## src/qvr_pkg.sv

```systemverilog
// ----------------------------------------------------------------------------
// qvr_pkg
// Types, widths and register indexes shared by the quaternion rotate block.
// ----------------------------------------------------------------------------
package qvr_pkg;

    localparam int unsigned DATA_W     = 16;
    localparam int unsigned CFG_IDX_W  = 4;
    localparam int unsigned M1_W       = 2 * DATA_W;
    localparam int unsigned P_W        = M1_W + 1;
    localparam int unsigned M2_W       = P_W + DATA_W;
    localparam int unsigned R_W        = M2_W + 2;
    localparam int unsigned FRAC_SHIFT = 28;
    localparam int unsigned N_PROD     = 12;

    localparam logic [CFG_IDX_W-1:0] REG_ROT_X = CFG_IDX_W'(0);
    localparam logic [CFG_IDX_W-1:0] REG_ROT_Y = CFG_IDX_W'(1);
    localparam logic [CFG_IDX_W-1:0] REG_ROT_Z = CFG_IDX_W'(2);
    localparam logic [CFG_IDX_W-1:0] REG_ROT_W = CFG_IDX_W'(3);

    localparam logic signed [DATA_W-1:0] ROT_W_RESET = DATA_W'(16384);

    typedef struct packed {
        logic signed [DATA_W-1:0] vin_x;
        logic signed [DATA_W-1:0] vin_y;
        logic signed [DATA_W-1:0] vin_z;
    } t_vec_in;

    typedef struct packed {
        logic signed [DATA_W-1:0] vout_x;
        logic signed [DATA_W-1:0] vout_y;
        logic signed [DATA_W-1:0] vout_z;
        logic                     clipped;
    } t_vec_out;

    typedef struct packed {
        logic [CFG_IDX_W-1:0] index;
        logic [DATA_W-1:0]    value;
    } t_cfg_wr;

    typedef struct packed {
        logic signed [DATA_W-1:0] rot_x;
        logic signed [DATA_W-1:0] rot_y;
        logic signed [DATA_W-1:0] rot_z;
        logic signed [DATA_W-1:0] rot_w;
    } t_quat;

    typedef struct packed {
        logic signed [P_W-1:0] px;
        logic signed [P_W-1:0] py;
        logic signed [P_W-1:0] pz;
        logic signed [P_W-1:0] ps;
    } t_pquat;

    typedef struct packed {
        logic signed [R_W-1:0] rx;
        logic signed [R_W-1:0] ry;
        logic signed [R_W-1:0] rz;
    } t_rvec;

endpackage

```

## src/qvr_round_sat.sv

```systemverilog
// ----------------------------------------------------------------------------
// qvr_round_sat
// Output stage: round half up to Q8.8, saturate, flag any clipping.
// ----------------------------------------------------------------------------
module qvr_round_sat (
    input  logic              i_clk,
    input  logic              i_rst_n,
    input  logic              i_valid,
    output logic              o_ready,
    input  qvr_pkg::t_rvec    i_r,
    output logic              o_valid,
    input  logic              i_ready,
    output qvr_pkg::t_vec_out o_vec
);
    import qvr_pkg::*;

    localparam int unsigned Q_W = R_W - FRAC_SHIFT;
    localparam logic signed [R_W-1:0] ROUND_HALF =
        {{(R_W - FRAC_SHIFT){1'b0}}, 1'b1, {(FRAC_SHIFT - 1){1'b0}}};
    localparam logic signed [Q_W-1:0] SAT_MAX = Q_W'(32767);
    localparam logic signed [Q_W-1:0] SAT_MIN = -Q_W'(32768);

    function automatic logic [DATA_W:0] f_round_sat(input logic signed [R_W-1:0] s);
        logic signed [R_W-1:0] t;
        logic signed [Q_W-1:0] q;
        logic [DATA_W:0]       res;
        t = s + ROUND_HALF;
        q = t[R_W-1:FRAC_SHIFT];
        if (q > SAT_MAX) begin
            res = {1'b1, SAT_MAX[DATA_W-1:0]};
        end else if (q < SAT_MIN) begin
            res = {1'b1, SAT_MIN[DATA_W-1:0]};
        end else begin
            res = {1'b0, q[DATA_W-1:0]};
        end
        return res;
    endfunction

    logic            r_v;
    t_vec_out        r_vec;
    t_vec_out        n_vec;
    logic [DATA_W:0] w_sx;
    logic [DATA_W:0] w_sy;
    logic [DATA_W:0] w_sz;
    logic            w_adv;

    assign w_adv   = !r_v || i_ready;
    assign o_ready = w_adv;
    assign o_valid = r_v;
    assign o_vec   = r_vec;

    always_comb begin
        w_sx          = f_round_sat(i_r.rx);
        w_sy          = f_round_sat(i_r.ry);
        w_sz          = f_round_sat(i_r.rz);
        n_vec.vout_x  = w_sx[DATA_W-1:0];
        n_vec.vout_y  = w_sy[DATA_W-1:0];
        n_vec.vout_z  = w_sz[DATA_W-1:0];
        n_vec.clipped = w_sx[DATA_W] | w_sy[DATA_W] | w_sz[DATA_W];
    end

    always_ff @(posedge i_clk) begin
        if (!i_rst_n) begin
            r_v <= 1'b0;
        end else if (w_adv) begin
            r_v <= i_valid;
        end
    end

    always_ff @(posedge i_clk) begin
        if (w_adv && i_valid) begin
            r_vec <= n_vec;
        end
    end
endmodule

```

## config.mk

```make
export PLATFORM = sky130hd
export DESIGN_NAME = qvr_round_sat
export DESIGN_NICKNAME = d
export VERILOG_FILES = /design/src/qvr_pkg.sv /design/src/qvr_round_sat.sv
export SDC_FILE = /design/constraint.sdc
export NUM_CORES = 1
export LEC_CHECK = 0
export BUFFER_PORTS_ARGS = -buffer_cell sky130_fd_sc_hd__buf_4
export CORE_MARGIN = 10
export CORE_UTILIZATION = 40
export DETAILED_ROUTE_END_ITERATION = 8
export GPL_TIMING_DRIVEN = 0
export PLACE_DENSITY = 0.8
export REMOVE_ABC_BUFFERS = 1
export SETUP_SLACK_MARGIN = 0.02
export SYNTH_ARGS = -nofsm -noshare
export SYNTH_HDL_FRONTEND = slang
export SYNTH_SLANG_ARGS = --single-unit
```

## constraint.sdc

```tcl
create_clock -name i_clk -period 4.5 [get_ports i_clk]
set_input_delay 0.45 -clock i_clk [delete_from_list [all_inputs] [get_ports i_clk]]
set_output_delay 0.45 -clock i_clk [all_outputs]
set_load 0.1 [all_outputs]
```

* Word-level counts from Yosys, hierarchy flattened
Cells that the tools add are included.
Cells by class: $add $sub $neg 3, order comparisons 6, multiplexer cells 6, bitwise operators 2, reductions and logical operators 3
Operators with widths (count):
- 51-bit by 29-bit adder with 51-bit output, second input constant | 3
- 17-bit 2-to-1 mux | 6
- 23-bit by 16-bit > comparator with 1-bit output, second input constant | 3
- 23-bit by 16-bit < comparator with 1-bit output, second input constant | 3
- 1-bit bitwise OR | 2
- 1-bit logical AND | 1
- 1-bit zero test | 1
- 1-bit logical OR | 1
Word-level totals: bits in registers 50, bits of input ports 157, output and inout bits 51, logic and storage cells 25

* Longest topological paths before layout
Gate-level depths: netlist of run 1.
depth after elaboration 6, mapped depth 9, depth with buffers taken out 8

* Worst setup path after synthesis of run 1
Ideal clock, no wire load.
path kind reg-to-reg, from reg r_v, in the netlist o_valid, to reg r_vec (netlist bit o_vec[0]) (enable), setup time 0.411 ns, arrival time 2.851 ns, data required time 4.089 ns, slack 1.238 ns, stages on the path, launching flop included 3, buffers on the path 0, period minus slack after synthesis 3.262 ns, cells stage by stage dfxtp_1 nand2b_1 and2_1
Between the ends: cells in the longest elaborated chain, start to end 3
RTL lines:
- start: declaration | line qvr_round_sat.sv:39 | logic r_v;
- start signal: assignment | line qvr_round_sat.sv:66 | r_v <= i_valid;
- 1-bit zero test | line qvr_round_sat.sv:47 | assign w_adv = !r_v || i_ready;
- 1-bit logical OR | line qvr_round_sat.sv:47
- named net o_ready | line qvr_round_sat.sv:9 | output logic o_ready,
- 1-bit logical AND | line qvr_round_sat.sv:71 | if (w_adv && i_valid) begin
- end signal: assignment | line qvr_round_sat.sv:72 | r_vec <= n_vec;
- end: declaration | line qvr_round_sat.sv:40 | t_vec_out r_vec;
The timed path passes the listed nets, and every way through them passes these cells. A chain may end at the register's enable or synchronous reset.

* Worst setup path after layout of run 1
from in i_r[27] in the netlist's numbering, to reg r_vec (netlist bit o_vec[6]), data pin
Between the ends: cells in the longest elaborated chain, start to end 3, elaborated cells between the ends (all ways) 4, those cells by class add/sub (1); order compare (2); mux (1)
RTL lines:
- start: declaration | line qvr_round_sat.sv:10 | input qvr_pkg::t_rvec i_r,
- 51-bit by 29-bit adder with 51-bit output * | line qvr_round_sat.sv:27 | t = s + ROUND_HALF;
- 23-bit by 16-bit < comparator with 1-bit output | line qvr_round_sat.sv:31 | end else if (q < SAT_MIN) begin
- 17-bit 2-to-1 mux | line qvr_round_sat.sv:31
Every way passes the cells marked *; elsewhere a longest branch is shown, timed or not.

==> results of run 1 <==
cells in the final DEF (no fill, tap or decap), drive strengths merged, types with 6 or more instances in the layout:
cell type / Yosys / final
and3: 10 / 10
inv: 12 / 12
clkbuf: 2 / 6
buf: 8 / 127
nand3: 24 / 24
nand2: 26 / 26
nor4: 7 / 7
nor2: 17 / 17
nand4: 22 / 22
a21oi: 7 / 7
xnor2: 18 / 18
o21ai: 45 / 45
nor3: 10 / 10
xor2: 29 / 29
edfxtp: 49 / 49
power breakdown:
| part | switching, W | internal, W |
|---|---|---|
| clock | 0.000148 | 0.000166 |
| sequential | 0.00000835 | 0.000547 |
| combinational | 0.000313 | 0.000117 |
| total | 0.000469 | 0.000830 |
worst max-delay path by stage:
stage,end
6_report,o_vec[6]
5_1_grt,o_vec[6]
4_1_cts,o_vec[9]
3_5_place_dp,o_vec[3]
3_3_place_gp,o_vec[5]
2_1_floorplan,o_vec[0]
logic make-up (layout without fill, tap and decap cells):
group / after synthesis / count (layout) / synth area share, %
AOI/OAI and AO/OA: 74 / 74 / 14.2
xor gates and xnor gates: 47 / 47 / 12.3
adders and majority gates: 3 / 3 / 1.13
buffers and inverters: 22 / 147 / 3.42
DFF: 50 / 50 / 44.7
muxes: 5 / 5 / 1.54
and+or+nand+nor: 137 / 137 / 22.6
through the flow:
stage | instances | setup slack, ns | hold slack, ns | total power (W)
2_1_floorplan | 328 | 1.24 | 0.589 | 0.000850
3_3_place_gp | 559 | 1.60 | 0.511 | 0.000989
3_5_place_dp | 560 | 1.51 | 0.544 | 0.000997
4_1_cts | 568 | 1.86 | 0.399 | 0.00131
5_1_grt | 568 | 1.64 | 0.395 | 0.00136
6_report | 568 | 1.88 | 0.413 | 0.00130
state kept, by name, summed over array words and instances (netlist names):
register / flops
o_vec: 49
o_valid: 1
final cells by class:
cell class | instances | share of cell area, %
sequential | 50 | 33.3
tap | 105 | 2.94
timing repair buffer | 127 | 21.6
multi-input combinational | 266 | 38.7
inverter | 12 | 1.01
clock inverter | 2 | 0.839
clock buffer | 6 | 1.62
critical path, cell delays in order:
cell,delay [ns]
buf_4,0.10
ha_1,0.22
nand4_1,0.17
nor4_2,0.47
xnor2_1,0.18
nor3_1,0.06
a21oi_1,0.76
o21ai_0,0.23
layer usage:
metal,vias up,wire length [microns]
met5,-,0
met4,0,101
met3,10,578
met2,112,4660
met1,1426,3880
li1,1531,-
==> qor.csv, run 1 <==
stage,metric,value,unit
yosys,synthesized flop and latch total,50,
place,RePlAce Congestion,0.910,
final_layout,Final #Nets,622,
final_layout,"Core Util, Final",54.7,%
yosys,Post-synth EDFFs,49,
yosys,Post-synth ARST share,0,%
routing,Via Count,3079,
yosys,most numerous cell in the Yosys netlist,edfxtp_1,
worst_setup_path,reg-to-reg endpoint,o_vec[29],
worst_setup_path,Critical Path AT,2.63,ns
routing,DRT iter0 DRCs,142,
worst_setup_path,FF-to-FF Start,o_valid,
worst_hold_path,Worst Hold Depth,3,
worst_setup_path,Setup crit start,i_r[27],
worst_setup_path,type of the worst setup path,in -> reg,
global_route,GR Util met1,16.5,%
yosys,Post-Syn Instances,338,
final_layout,flip-flop and latch area,1490,sq um
yosys,Area contributors post-synth,"edfxtp_1 (44%), xor2_1 (7.6%), o21ai_0 (5.1%)",
floorplan,CORE AREA,8180,sq um
clock_tree,"Clk pin slew, worst setup/hold paths",0.09,ns
clock_tree,"Hold-fix buffers, CTS",0,
run,Max Cap Viol,0,
routing,Wirelength per Cell,16.2,microns
floorplan,Die ar.,12400,sq um
floorplan,std cell rows,33,
clock_tree,CTS H-Tree Depth,2,
routing,Post-DRT Antenna Nets,0,
pwr,maximum VDD drop,0.000143,V
final_layout,Ant. Diodes,0,
yosys,synth cell count leaders,"edfxtp_1 (49), o21ai_0 (34), xor2_1 (29), nand2_1 (26), nand3_1 (24)",
status,status,completed,
yosys,Mapped Area,3330,sq um
final_layout,Area Growth Syn to Fin,34.2,%
timing,RSZ-0062 raised after global routing,no,
clock_tree,Max clock buf depth,2,
place,Placed Area,4360,sq um
clock_tree,Resized Gates After CTS,0,
floorplan,starting density of the core,40.8,%
timing,Slew headroom,35.8,%
global_route,met2 Use GR,24.2,%
global_route,first-pass GRT wire length,14.8,mm
pwr,power density of the placed cells,290,nW/um^2
timing,max-slew violations,0,
floorplan,overall die height,111,microns
final_layout,Fillers,743,
global_route,largest net degree at the start of global routing,31,
worst_setup_path,Critical Path Sink Type,register,
routing,Via density,5.42,
yosys,biggest area consumer among synthesized cells,edfxtp_1,
worst_setup_path,worst r2r path cells,3,
clock_tree,CTS tree,built,
pwr,leakage power,1.66,nW
yosys,"Top FF cell, synth",edfxtp_1,
timing,f_max,382,MHz
timing,final setup fails,0,
yosys,post-synthesis area per instance,9.86,sq um
worst_setup_path,"critical path fanouts, max",16,
global_route,initial antenna violation count,0,
routing,First-pass DRT Iterations,5,
clock_tree,# clock sinks,50,
floorplan,# IOs,208,
final_layout,area of the multi-input gates,1730,sq um
worst_hold_path,hold_sp,i_valid,
clock_tree,post-CTS setup buffers,0,
yosys,synth unique cells,53,
yosys,top cell type's share of synthesized area,44.1,%
yosys,synth warn,0,
clock_tree,worst-skew pair later-pin latency,0.30,ns
timing,clock skew,0.00760,ns
yosys,sequential share of the synthesized area,44.7,%
global_route,number of global-route vias before repair,3082,
global_route,GR Util met3,4.65,%
timing,Tcrit/Tclk final,58.1,%
worst_setup_path,Worst EP required,4.52,ns
routing,final WL,9.22,mm
routing,DRC violations left,0,
clock_tree,CTS Buf Count,5,
global_route,Tot GR Track Use,14.2,%
timing,Fin. Hold Viols,0,
timing,post-layout min period,2.62,ns
worst_setup_path,r2r setup slk,3.01,ns
floorplan,Die Wd,111,microns
worst_hold_path,WHS Endpoint,o_valid,
final_layout,final instance area,4470,sq um
place,Detailed Place HPWL,7.52,mm
worst_setup_path,Setup crit start kind,input port,
global_route,grt peak-use layer,met2,
final_layout,share of cells above drive strength 1,33.0,%
timing,Worst Max-Slew Pin Slew,0.963,ns
worst_hold_path,class of the worst hold path,in -> reg,
place,number of port buffers,126,
clock_tree,Clk Tree Root Cell,clkbuf_8,
global_route,global route overflow,0,
timing,Fin Setup TNS,0,ns
Power figures use the tool's default switching activity.
==> run 2, diff against run 1 <==
==> constraint.sdc (replaced) <==
create_clock -name i_clk -period 2.5 [get_ports i_clk]
set_input_delay 0.25 -clock i_clk [delete_from_list [all_inputs] [get_ports i_clk]]
set_output_delay 0.25 -clock i_clk [all_outputs]
set_load 0.1 [all_outputs]
==> qor.csv, run 2 (same netlist as run 1, synthesis figures left out) <==
stage,metric,value,unit
place,RePlAce Congestion,0.910,
global_route,Tot GR Track Use,14.2,%
clock_tree,CTS H-Tree Depth,2,
timing,Worst Max-Slew Pin Slew,0.617,ns
floorplan,Die Wd,111,microns
worst_hold_path,class of the worst hold path,in -> reg,
global_route,largest net degree at the start of global routing,31,
routing,final WL,9.28,mm
place,Detailed Place HPWL,7.52,mm
worst_setup_path,Critical Path AT,2.31,ns
floorplan,overall die height,111,microns
pwr,total power,0.00234,W
routing,Wirelength per Cell,16.3,microns
routing,First-pass DRT Iterations,5,
floorplan,CORE AREA,8180,sq um
pwr,Logic pwr share,33.1,%
global_route,number of global-route vias before repair,3082,
global_route,first-pass GRT wire length,14.8,mm
clock_tree,CTS tree,built,
floorplan,starting density of the core,40.8,%
clock_tree,# clock sinks,50,
clock_tree,worst-skew pair later-pin latency,0.30,ns
final_layout,Final #Nets,622,
final_layout,"most common cell after layout, fill and taps aside",buf_4,
timing,f_max,439,MHz
pwr,power density of the placed cells,522,nW/um^2
timing,hold slack final,0.212,ns
timing,Fin. Hold Viols,0,
worst_setup_path,CP Cell Sequence,"buf_4, and4_1, and3_1, nand2_1, xnor2_1, or4_1, nand2_2, o21ai_0",
pwr,maximum VDD drop,0.000257,V
timing,final setup fails,0,
place,number of port buffers,126,
pwr,Seq pwr share,42.7,%
global_route,initial antenna violation count,0,
timing,post-layout min period,2.28,ns
final_layout,most frequent cells in the layout,"buf_4 (126), edfxtp_1 (49), o21ai_0 (34)",
final_layout,Ant. Diodes,0,
routing,Via density,5.48,
status,status,completed,
floorplan,Die ar.,12400,sq um
final_layout,Largest register FFs,49,
run,Max Cap Viol,0,
worst_setup_path,"critical path fanouts, max",15,
floorplan,# IOs,208,
final_layout,Area Growth Syn to Fin,34.6,%
clock_tree,Clk Tree Root Cell,clkbuf_8,
worst_setup_path,"Slowest-stage cell, CP",or4_1,
timing,Slew headroom,58.5,%
routing,Post-DRT Antenna Nets,0,
timing,Tcrit/Tclk final,91.0,%
pwr,leakage power,1.66,nW
routing,DRT iter0 DRCs,148,
clock_tree,Max clock buf depth,2,
pwr,clock power share,24.2,%
pwr,sw frac,36.2,%
final_layout,share of cells above drive strength 1,33.7,%
timing,max-slew violations,0,
routing,DRC violations left,0,
worst_setup_path,Setup crit start kind,input port,
pwr,Net Switching,0.000848,W
clock_tree,CTS Buf Count,5,
clock_tree,"Clk pin slew, worst setup/hold paths",0.09,ns
floorplan,std cell rows,33,
pwr,Internal Power,0.00149,W
global_route,global route overflow,0,
worst_setup_path,Critical Path Sink Type,register,
worst_setup_path,Worst EP required,2.53,ns
worst_setup_path,CP peak stage delay,0.55,ns
timing,RSZ-0062 raised after global routing,no,
worst_setup_path,type of the worst setup path,in -> reg,
routing,Via Count,3110,
timing,clock skew,0.00735,ns
[run 2: changes by cell type in the layout (fill, tap and decap cells not counted)]
cell	before	now
nand2_2	0	1
a21oi_1	7	6
nor2_4	0	1
nand2_1	26	25
nor2_1	16	15
a21oi_2	0	1
[run 2: timing repair]
item / 4_1_cts / 5_1_grt
buffers inserted: 0 / 0
hold buffers: 0 / 0
endpoints found under the setup margin: 0 / 30
resized for setup: 0 / 4
[run 2: cell type report]
cell class                 instances  area (sq um)
fill                             740          3690
clock inverter                     2          37.5
multi-input combinational        266          1740
inverter                          12          45.0
clock buffer                       6          72.6
timing repair buffer             127           966
tap                              105           131
sequential                        50          1490
[run 2: power groups by stage]
stage	combinational, W	clock [W]	sequential, W
2_1_floorplan	0.000145	0	0.00138
3_3_place_gp	0.000758	0	0.00102
5_1_grt	0.000817	0.000624	0.00101
4_1_cts	0.000777	0.000587	0.00100
3_5_place_dp	0.000776	0	0.00102
6_report	0.000775	0.000567	0.00100
[run 2: path summary, 6_finish.rpt]
kind	start	end	slack (ns)	depth (start not counted)
worst min register to register	o_valid	o_valid	0.55	2
worst min-delay path	i_valid	o_valid	0.21	3
worst max register to register	o_valid	o_vec[29]	1.01	3
worst max-delay path	i_r[78]	o_vec[24]	0.22	8
[run 2: stage by stage]
| stage | utilization (%) | instance area, sq um | TNS (ns) | setup WS (ns) | cells |
|---|---|---|---|---|---|
| 2_1_floorplan | - | 3260 | -37.34 | -0.762 | 328 |
| 3_3_place_gp | 53.1 | 4340 | -4.71 | -0.202 | 559 |
| 3_5_place_dp | 53.4 | 4360 | -6.19 | -0.292 | 560 |
| 4_1_cts | 54.7 | 4470 | 0 | 0.0617 | 568 |
| 5_1_grt | 54.9 | 4490 | 0 | 0.0564 | 568 |
| 6_report | 54.9 | 4490 | 0 | 0.224 | 568 |
[run 2: worst max-delay path, delay by kind of cell]
kind            cells  cell delay [ns]
simple gates        5             1.65
xor+xnor            1             0.16
buf+inv             1             0.10
compound gates      1             0.14
[run 2: metal layers]
layer | vias to the layer above | global-route usage, % | routed length, microns
met4 | 0 | 3.94 | 115
li1 | 1531 | - | -
met1 | 1452 | 16.5 | 3860
met3 | 10 | 4.65 | 612
met2 | 117 | 24.2 | 4690
met5 | - | 0 | 0
