## src/qvr_pkg.sv

```systemverilog
// ----------------------------------------------------------------------------
// qvr_pkg
// Types, widths and register indexes shared by the quaternion rotate block.
// ----------------------------------------------------------------------------
package qvr_pkg;

    localparam int unsigned DATA_W     = 16;
    localparam int unsigned CFG_IDX_W  = 4;
    localparam int unsigned M1_W       = 2 * DATA_W;
    localparam int unsigned P_W        = M1_W + 1;
    localparam int unsigned M2_W       = P_W + DATA_W;
    localparam int unsigned R_W        = M2_W + 2;
    localparam int unsigned FRAC_SHIFT = 28;
    localparam int unsigned N_PROD     = 12;

    localparam logic [CFG_IDX_W-1:0] REG_ROT_X = CFG_IDX_W'(0);
    localparam logic [CFG_IDX_W-1:0] REG_ROT_Y = CFG_IDX_W'(1);
    localparam logic [CFG_IDX_W-1:0] REG_ROT_Z = CFG_IDX_W'(2);
    localparam logic [CFG_IDX_W-1:0] REG_ROT_W = CFG_IDX_W'(3);

    localparam logic signed [DATA_W-1:0] ROT_W_RESET = DATA_W'(16384);

    typedef struct packed {
        logic signed [DATA_W-1:0] vin_x;
        logic signed [DATA_W-1:0] vin_y;
        logic signed [DATA_W-1:0] vin_z;
    } t_vec_in;

    typedef struct packed {
        logic signed [DATA_W-1:0] vout_x;
        logic signed [DATA_W-1:0] vout_y;
        logic signed [DATA_W-1:0] vout_z;
        logic                     clipped;
    } t_vec_out;

    typedef struct packed {
        logic [CFG_IDX_W-1:0] index;
        logic [DATA_W-1:0]    value;
    } t_cfg_wr;

    typedef struct packed {
        logic signed [DATA_W-1:0] rot_x;
        logic signed [DATA_W-1:0] rot_y;
        logic signed [DATA_W-1:0] rot_z;
        logic signed [DATA_W-1:0] rot_w;
    } t_quat;

    typedef struct packed {
        logic signed [P_W-1:0] px;
        logic signed [P_W-1:0] py;
        logic signed [P_W-1:0] pz;
        logic signed [P_W-1:0] ps;
    } t_pquat;

    typedef struct packed {
        logic signed [R_W-1:0] rx;
        logic signed [R_W-1:0] ry;
        logic signed [R_W-1:0] rz;
    } t_rvec;

endpackage

```

## src/qvr_cfg_regs.sv

```systemverilog
// ----------------------------------------------------------------------------
// qvr_cfg_regs
// Quaternion register file, written through the configuration channel.
// ----------------------------------------------------------------------------
module qvr_cfg_regs (
    input  logic             i_clk,
    input  logic             i_rst_n,
    input  logic             i_valid,
    output logic             o_ready,
    input  qvr_pkg::t_cfg_wr i_wr,
    output qvr_pkg::t_quat   o_quat
);
    import qvr_pkg::*;

    t_quat r_quat;
    t_quat n_quat;

    assign o_ready = 1'b1;
    assign o_quat  = r_quat;

    always_comb begin
        n_quat = r_quat;
        if (i_valid) begin
            unique case (i_wr.index)
                REG_ROT_X: n_quat.rot_x = i_wr.value;
                REG_ROT_Y: n_quat.rot_y = i_wr.value;
                REG_ROT_Z: n_quat.rot_z = i_wr.value;
                REG_ROT_W: n_quat.rot_w = i_wr.value;
                default:   n_quat = r_quat;
            endcase
        end
    end

    always_ff @(posedge i_clk) begin
        if (!i_rst_n) begin
            r_quat.rot_x <= '0;
            r_quat.rot_y <= '0;
            r_quat.rot_z <= '0;
            r_quat.rot_w <= ROT_W_RESET;
        end else begin
            r_quat <= n_quat;
        end
    end
endmodule

```

## config.mk

```make
export PLATFORM = sky130hd
export DESIGN_NAME = qvr_cfg_regs
export DESIGN_NICKNAME = d
export VERILOG_FILES = /design/src/qvr_pkg.sv /design/src/qvr_cfg_regs.sv
export SDC_FILE = /design/constraint.sdc
export NUM_CORES = 1
export LEC_CHECK = 0
export BUFFER_PORTS_ARGS = -buffer_cell sky130_fd_sc_hd__buf_2
export CAP_MARGIN = 20
export CORE_MARGIN = 3
export CORE_UTILIZATION = 49
export CTS_CLUSTER_DIAMETER = 40
export DETAILED_ROUTE_END_ITERATION = 10
export GPL_ROUTABILITY_DRIVEN = 0
export PLACE_DENSITY = 0.76
export SLEW_MARGIN = 20
export SYNTH_ARGS = -nofsm -noshare
export SYNTH_HDL_FRONTEND = slang
export SYNTH_SLANG_ARGS = --single-unit
export TNS_END_PERCENT = 5
```

## constraint.sdc

```tcl
create_clock -name i_clk -period 1.25 [get_ports i_clk]
set_input_delay 0.0625 -clock i_clk [delete_from_list [all_inputs] [get_ports i_clk]]
set_output_delay 0.0625 -clock i_clk [all_outputs]
set_load 0.02 [all_outputs]
```

# Word-level counts from Yosys, hierarchy flattened
# Index checks and enable logic that the tools add are counted.
[totals]
out_inout_bits = 65
word_cells = 12
input_bits = 23
regBits = 64
[classes]
reduce_logical = 5
eq_ne = 3
[ops]
columns = ["operator", "n"]
rows = [
  ["equality test 4 x 2 -> 1 bit, second input constant", 2],
  ["AND reduction 2 bit", 4],
  ["equality test 4 x 1 -> 1 bit, second input constant", 1],
  ["logical NOT 4 bit", 1],
]

# Longest topological paths before layout
# Gate-level depths: netlist (run 1).
[logic_depth]
depth_word = 2
depth_mapped = 5
ltp_nobuf = 3

# Worst setup path before layout (run 1)
# Ideal clock, no wire load.
[synth_timing]
path_type = "input port to flip-flop"
start = "input port i_wr[19] in the netlist's numbering"
end = "register r_quat, in the netlist o_quat[37]"
n_path_buf = 2
t_arrival_ps = 845
stages = 5
setup_time_ps = 72
slack_ps = 333
t_required_ps = 1178
cell_sequence = "nor2_4 -> and4b_1 -> buf_6 -> buf_8 -> mux2i_1"
[synth_via]
elab_chain_len = 2
[synth_rtl]
columns = ["item", "line", "rtl"]
rows = [
  ["from (decl)", "qvr_cfg_regs.sv:10", "input qvr_pkg::t_cfg_wr i_wr,"],
  ["equality test 4 x 1 -> 1 bit", "qvr_cfg_regs.sv:24", "unique case (i_wr.index)"],
  ["AND reduction 2 bit (no line)", "--", ""],
  ["to (signal assigned)", "qvr_cfg_regs.sv:41", "r_quat <= n_quat;"],
  ["to (decl)", "qvr_cfg_regs.sv:15", "t_quat r_quat;"],
]
# No other way between the ends.
# A chain may end at the register's enable or synchronous reset.

# Final worst setup path (run 1)
[layout_timing]
start = "register r_quat, in the netlist o_quat[61]"
end = "output port o_quat[61] in the netlist's numbering"
[layout_rtl]
columns = ["item", "line", "rtl"]
rows = [
  ["to (decl)", "qvr_cfg_regs.sv:11", "output qvr_pkg::t_quat o_quat"],
]
# No word-level cell between the ends.

==> summary.md, run 1 <==
| Metric | Value |
|---|---|
| Max FFs per register | `64` |
| ANT nets after route | `0` |
| Synthesized net count | `255` |
| DRT Pass-1 Iters | `4` |
| CTS tree | `yes` |
| Leakage | `1.60 nW` |
| Post-Place Cells | `375` |
| Synth-to-layout area growth | `27.9%` |
| Average cell area after synthesis | `10.5 sq um` |
| Synth cell count leaders | `nand2_1, dfxtp_1, mux2i_1` |
| Vias/cell | `4.83` |
| Min cycle time layout | `922 ps` |
| Tcrit/Tclk final | `73.7%` |
| Layout cell share with drive strength beyond 1 | `34.3%` |
| Initial antenna violation count | `0` |
| Vias in the first global route | `1816` |
| GRT overflow | `0` |
| Post-synth EDFFs | `0` |
| Slew Limit Fails | `0` |
| Worst min-delay path class | `input pin to flip-flop` |
| Pre-CTS WS | `174 ps` |
| Fmax | `1.08 GHz` |
| Worst-path clk slew | `70 ps` |
| First-pass GRT wire length | `8.87 mm` |
| Yosys cell types | `16` |
| Max VDD drop | `0.877 mV` |
| Final setup fails | `0` |
| Delay-heaviest family, CP | `flip-flops` |
| Setup_tns | `0 ps` |
| Slowest cell on the critical path | `dfxtp_1` |
| Run status | `complete, no violations` |
| Die width | `76.4 um` |
| Async set or reset register ratio after synthesis | `0%` |
| Top cells by area, synth | `dfxtp_1, mux2i_1, nand2_1, buf_6, clkbuf_1` |
| CTS root buf | `clkbuf_8` |
| Critical Path Max Stage Delay | `350 ps` |
| Fillers | `392` |
| Crit path capture type | `primary output` |
| Clock sink count | `64` |
| Post-synthesis sequential area ratio | `52.7%` |
| Crit-path cells | `buf_2` |
| All-layer global routing usage | `19.2%` |
| Pwr dens | `1270 nW/um^2` |
| Max_cap viols | `0` |
| Dominant synthesized flop cell | `dfxtp_1` |
| Post-Place Cell Area | `2920 sq um` |
| Yosys warnings | `0` |
| Count leader, synth | `nand2_1` |
| Die area | `5840 sq um` |
| Top-level port count | `88` |
| Startpoint class of the critical path | `flip-flop` |
| Max H-tree Level | `3` |
| Data arrival, critical path | `860 ps` |
| Area leader, netlist | `dfxtp_1` |
| Fin cells | `392` |
| Vert. Die Dim | `76.4 um` |
| Vias | `1894` |
| Initial core utilization | `53.3%` |
| DP Wirelength | `3.67 mm` |
| Crit path max fanout | `2` |
| Final routed DRC violation total | `0` |
| # rows | `24` |
| Crit path required time | `1190 ps` |
| CTS Buf Count | `9` |
| Fin nets | `345` |
| Initial DRC Count | `107` |
| Worst-Skew Late Latency | `330 ps` |
| Post-synth top area share | `52.7%` |
| Antenna cells | `0` |
| Core ar. | `4560 sq um` |
| Final wirelength | `5.38 mm` |
| Synth Register Bits | `64` |
| Number of hold violations in the final report | `0` |
| CTS Buffer Depth | `2` |
| Clock skew | `0 ps` |
| RSZ-0062 raised after global routing | `no` |
| Mapped cell area | `2430 sq um` |
| Kind of critical path | `flip-flop to primary output` |
| Mapped Cells | `232` |
| Design area | `3110 sq um` |
| I/O Buffers | `86` |
| Largest net degree at the start of global routing | `36` |
| Buf/Inv on CP | `1` |
| DR WL/cell | `13.7 um` |
| Setup ws final | `328 ps` |
==> area by class of cell <==
| type | instances | area, sq um | area share (%) |
|---|---|---|---|
| Sequential cell | 64 | 1280 | 41.2 |
| Multi-Input combinational cell | 151 | 1020 | 32.7 |
| Timing Repair Buffer | 96 | 546 | 17.5 |
| Clock buffer | 13 | 169 | 5.43 |
| Tap cell | 65 | 81.3 | 2.62 |
| Clock inverter | 3 | 15.0 | 0.483 |
==> per-stage QoR <==
step / hold WS, ps / total power (W) / utilization (%)
3_5_place_dp: 349 / 0.00239 / 63.9
3_3_place_gp: 330 / 0.00238 / 63.9
6_report: 70.0 / 0.00396 / 68.1
5_1_grt: 64.2 / 0.00413 / 68.1
4_1_cts: 49.4 / 0.00400 / 68.1
2_1_floorplan: 223 / 0.00228 / -
==> layer usage <==
layer / track usage (%) / wire, um / up-vias
li1: - / - / 938
met1: 23.5 / 2440 / 877
met2: 30.3 / 2490 / 72
met3: 6.38 / 393 / 7
met4: 9.24 / 53 / 0
met5: 0 / 0 / -
==> final timing paths <==
path | start | endpoint | slack, ps | cells past startpoint
worst max-delay path | o_quat[61] | o_quat[61] | 330 | 1
worst max register to register | o_quat[21] | o_quat[21] | 620 | 2
worst min-delay path | i_wr[15] | o_quat[63] | 70 | 3
worst min register to register | o_quat[53] | o_quat[53] | 450 | 2
==> power breakdown <==
group	internal, W	switching (W)	leakage, nW	total [W]
Clock	0.000873	0.000745	0.0992	0.00162
Sequential	0.00207	0.0000129	0.517	0.00208
Combinational	0.000101	0.000163	0.984	0.000264
Total	0.00304	0.000921	1.60	0.00396
==> kinds of logic (layout without fill, tap and decap cells) <==
| group | after synthesis | count (layout) | share of synthesized area, % |
|---|---|---|---|
| buf+inv | 17 | 112 | 5.45 |
| flops | 64 | 64 | 52.7 |
| mux | 64 | 64 | 26.4 |
| other cells | 1 | 1 | 0.154 |
| simple gates | 86 | 86 | 15.3 |
==> cell usage in the layout, fill, tap and decap left out, drive strengths merged <==
| master | count |
|---|---|
| conb | 1 |
| buf | 95 |
| dfxtp | 64 |
| nand4b | 1 |
| mux2i | 64 |
| clkinv | 3 |
| nor2b | 2 |
| dlygate4sd3 | 1 |
| nand4 | 1 |
| and4b | 1 |
| clkbuf | 13 |
| and4bb | 1 |
| nor2 | 1 |
| nand2 | 79 |
==> timing repair <==
item,in CTS,in global routing
endpoints found under the hold margin,1,0
buffers inserted,0,0
gates resized for setup,0,0
hold buffers,1,0
(Power assumes the default switching activity.)
==> inputs of run 2 (changes only) <==
Clock period 1.25 ns to 0.89 ns, I/O delays scaled along.
==> summary.md, run 2 (same netlist as run 1, synthesis figures left out) <==
| Metric | Value |
|---|---|
| Tcrit/Tclk final | `96.7%` |
| Met3 Wirelength | `444 um` |
| Setup_tns | `0 ps` |
| # Post-CTS Setup Buffers | `0` |
| RSZ-0062 raised after global routing | `yes` |
| Crit path required time | `850 ps` |
| Metal2 WL | `2.76 mm` |
| CTS root buf | `clkbuf_8` |
| Startpoint class of the critical path | `flip-flop` |
| Setup ws final | `29.5 ps` |
| Antenna cells | `0` |
| Final routed DRC violation total | `0` |
| Worst-Skew Late Latency | `330 ps` |
| Most frequent cells in the layout | `nand2_1, mux2i_1, buf_4` |
| Largest net degree at the start of global routing | `34` |
| Buf/Inv on CP | `1` |
| Fin cells | `396` |
| Delay-heaviest family, CP | `flip-flops` |
| Crit path capture type | `primary output` |
| CTS tree | `yes` |
| Slew Limit Fails | `0` |
| Max H-tree Level | `3` |
| # rows | `24` |
| DR WL/cell | `14.6 um` |
| Vias/cell | `4.83` |
| Final core utilization | `76.3%` |
| Fin nets | `349` |
| Final setup fails | `0` |
| Pwr dens | `1680 nW/um^2` |
| Initial DRC Count | `94` |
| Leakage | `1.68 nW` |
| Worst hold slack | `33.0 ps` |
| Worst min-delay path class | `input pin to flip-flop` |
| Met1 Wirelength | `2.50 mm` |
| Final wirelength | `5.79 mm` |
| Vias in the first global route | `1946` |
| Critical Path Max Stage Delay | `340 ps` |
| Kind of critical path | `flip-flop to primary output` |
| ANT nets after route | `0` |
| Min cycle time layout | `860 ps` |
| Max Used Layer | `met4` |
| Initial antenna violation count | `0` |
| Pre-CTS WS | `-121 ps` |
| Max FFs per register | `64` |
| Clock skew | `0 ps` |
| Data arrival, critical path | `820 ps` |
| Fmax | `1.16 GHz` |
| CTS Buffer Depth | `2` |
| DP Wirelength | `3.79 mm` |
| Die width | `76.4 um` |
| Core ar. | `4560 sq um` |
| Slowest cell on the critical path | `dfxtp_2` |
| I/O Buffers | `86` |
| Die area | `5840 sq um` |
| Number of hold violations in the final report | `0` |
| First-pass GRT wire length | `9.09 mm` |
| DRT Pass-1 Iters | `4` |
| Commonest non-fill, non-tap cell in the layout | `nand2_1` |
| Crit-path cells | `buf_4` |
| Initial core utilization | `53.3%` |
| Vias | `1913` |
| Run status | `complete, no violations` |
| Crit path max fanout | `2` |
| Post-Place Cells | `379` |
| Worst-path clk slew | `70 ps` |
| Clock sink count | `64` |
| Max VDD drop | `1.38 mV` |
| All-layer global routing usage | `19.6%` |
| Vert. Die Dim | `76.4 um` |
| Top-level port count | `88` |
| GRT overflow | `0` |
| Synth-to-layout area growth | `43.2%` |
| CTS Buf Count | `9` |
| Max_cap viols | `0` |
| Layout cell share with drive strength beyond 1 | `51.4%` |
==> run 2: worst paths after layout <==
check                  start    endpoint  slack (ps)  cells after the start
setup / recovery  o_quat[42]  o_quat[42]          30                      1
hold / removal       i_wr[3]  o_quat[19]          30                      3
setup reg to reg  o_quat[55]  o_quat[55]         250                      2
hold reg to reg    o_quat[9]   o_quat[9]         460                      2
==> run 2: what timing repair did <==
action	4_1_cts	5_1_grt
hold buffers	1	0
pin swaps	0	0
gates resized for setup	31	101
endpoints found under the setup margin	29	63
endpoints found under the hold margin	1	0
==> run 2: through the flow <==
| step | total power (W) | cell area, sq um |
|---|---|---|
| finish | 0.00585 | 3480 |
| global route | 0.00609 | 3480 |
| CTS | 0.00585 | 3280 |
| detailed placement | 0.00338 | 3000 |
| global placement | 0.00337 | 3000 |
| floorplan | 0.00321 | 2430 |
==> run 2: metal layers <==
metal	up-vias	GRT usage, %
met2	73	30.5
met3	11	10.2
li1	953	-
met4	0	6.52
met1	876	23.2
met5	-	0
==> run 2: cell type report <==
type / count / area, sq um
Tap cell: 65 / 81.3
Clock buffer: 13 / 159
Sequential cell: 64 / 1350
Fill cell: 317 / 1080
Multi-Input combinational cell: 151 / 1020
Clock inverter: 3 / 40.0
Timing Repair Buffer: 100 / 835
==> run 2: report_power, final <==
group / internal [W] / switching [W] / leakage (nW)
clock: 0.00144 / 0.00105 / 0.103
combinational: 0.000188 / 0.000236 / 1.03
sequential: 0.00291 / 0.0000230 / 0.543
==> inputs of run 3 (changes only) <==
Settings changed: CORE_ASPECT_RATIO from default to 1.2, SETUP_SLACK_MARGIN from default to 0.5.
Clock period 0.89 ns to 0.8 ns, I/O delays scaled along.
==> summary.md, run 3 (same netlist as run 1, synthesis figures left out) <==
| Metric | Value |
|---|---|
| Run status | `finished with violations` |
| Violated checks | `hold timing, setup timing` |
| Core ar. | `4700 sq um` |
| Synth-to-layout area growth | `53.7%` |
| Final setup fails | `64` |
| Total power | `0.00684 W` |
| Tcrit/Tclk final | `105%` |
| Max_cap viols | `0` |
| Die area | `5850 sq um` |
| Slowest cell on the critical path | `dfxtp_2` |
| Pwr dens | `1830 nW/um^2` |
| Fin nets | `355` |
| Layout cell share with drive strength beyond 1 | `55.7%` |
| ANT nets after route | `0` |
| Final wirelength | `6.06 mm` |
| Min cycle time layout | `839 ps` |
| Max VDD drop | `1.06 mV` |
| Fmax | `1.19 GHz` |
| Crit-path cells | `buf_6` |
| Critical Path Max Stage Delay | `350 ps` |
| Worst-Skew Late Latency | `320 ps` |
| Crit path required time | `760 ps` |
| Reg2reg start | `o_quat[37]` |
| Crit path max fanout | `2` |
| Most frequent cells in the layout | `nand2_1, buf_6, mux2i_1, dfxtp_2, buf_2` |
| Max H-tree Level | `3` |
| Register-to-register setup slack | `10 ps` |
| Crit path capture type | `primary output` |
| Initial core utilization | `51.8%` |
| GRT overflow | `0` |
| Slew Limit Fails | `0` |
| Final routed DRC violation total | `0` |
| Worst hold slack | `-14.5 ps` |
| CTS root buf | `clkbuf_8` |
| Capture point of the worst reg-to-reg path | `o_quat[37]` |
| Vias/cell | `5.06` |
| Data arrival, critical path | `800 ps` |
| # rows | `27` |
| Startpoint class of the critical path | `flip-flop` |
| All-layer global routing usage | `22.1%` |
| First-pass GRT wire length | `10.2 mm` |
| Antenna cells | `0` |
| RSZ-0062 raised after global routing | `yes` |
| CTS Buf Count | `9` |
| Die width | `70.3 um` |
| DP Wirelength | `3.95 mm` |
| I/O Buffers | `86` |
| Leakage | `1.76 nW` |
| Pre-CTS WS | `-277 ps` |
| Vias | `1993` |
| Fillers | `301` |
| Final core utilization | `79.6%` |
| Setup ws final | `-39.4 ps` |
| DR WL/cell | `15.4 um` |
| CTS Buffer Depth | `2` |
| Delay-heaviest family, CP | `flip-flops` |
| Critical path depth | `1` |
| CTS tree | `yes` |
| Kind of critical path | `flip-flop to primary output` |
| DRT Pass-1 Iters | `4` |
| Clock sink count | `64` |
| Initial DRC Count | `78` |
| Clock skew | `0 ps` |
| Top-level port count | `88` |
| Worst-path clk slew | `70 ps` |
| Worst setup endpoint | `o_quat[55]` |
| Vert. Die Dim | `83.2 um` |
| Initial antenna violation count | `0` |
| Largest net degree at the start of global routing | `39` |
| Vias in the first global route | `2030` |
| Worst min-delay path class | `input pin to flip-flop` |
| CP Launch Point | `o_quat[55]` |
| Max FFs per register | `64` |
| Buf/Inv on CP | `1` |
| Commonest non-fill, non-tap cell in the layout | `nand2_1` |
| Number of hold violations in the final report | `1` |
| Worst R2R Path Depth | `4` |
## run 3: cell types whose count changed in the layout (fill, tap and decap cells not counted), moves of 2 or more
cell	change
buf_6	+55
buf_2	-2
buf_4	-44
dfxtp_2	+9
dfxtp_1	-9
buf_12	-2
## run 3: power breakdown
| group | switching, W | total (W) | internal, W |
|---|---|---|---|
| combinational | 0.000271 | 0.000507 | 0.000236 |
| sequential | 0.0000308 | 0.00326 | 0.00323 |
| clock | 0.00117 | 0.00307 | 0.00190 |
## run 3: final cells by class
| cell class | count | area, sq um | share of cell area, % |
|---|---|---|---|
| Sequential cell | 64 | 1360 | 36.4 |
| Timing Repair Buffer | 106 | 1060 | 28.5 |
| Multi-Input combinational cell | 151 | 1020 | 27.3 |
| Clock buffer | 12 | 155 | 4.15 |
| Tap cell | 58 | 72.6 | 1.94 |
| Clock inverter | 3 | 65.1 | 1.74 |
## run 3: how the worst min path moves through the flow
stage             start          to  cells past startpoint
2_1_floorplan  i_wr[14]  o_quat[14]                      2
3_3_place_gp   i_wr[14]  o_quat[14]                      3
3_5_place_dp   i_wr[14]  o_quat[14]                      3
4_1_cts        i_wr[14]  o_quat[14]                      3
5_1_grt        i_wr[14]  o_quat[14]                      3
6_report       i_wr[14]  o_quat[14]                      3
## run 3: timing repair
action                                  in CTS  in global routing
endpoints found under the hold margin        1                  0
pin swaps                                    3                  4
resized for setup                          196                  1
endpoints found under the setup margin     128                128
buffers inserted                             2                  2
## run 3: metrics by stage
stage / instance area [sq um] / TNS, ps / cells
floorplan: 2430 / -1990 / 232
global placement: 2980 / -8450 / 375
detailed placement: 2980 / -10300 / 375
CTS: 3720 / -2380 / 392
global route: 3740 / -3460 / 394
finish: 3740 / -1190 / 394
## run 3: worst min-delay path, stage by stage
cell and delay, ps:
buf_2 90, nor2b_1 40, mux2i_1 100
## run 3: metal layers
layer  track usage (%)  vias up  share of wire, %
li1                  -      963                 -
met1              25.6      943                41
met2              36.5       76                50
met3              7.51       11               8.0
met4              10.1        0               1.8
met5                 0        -                 0
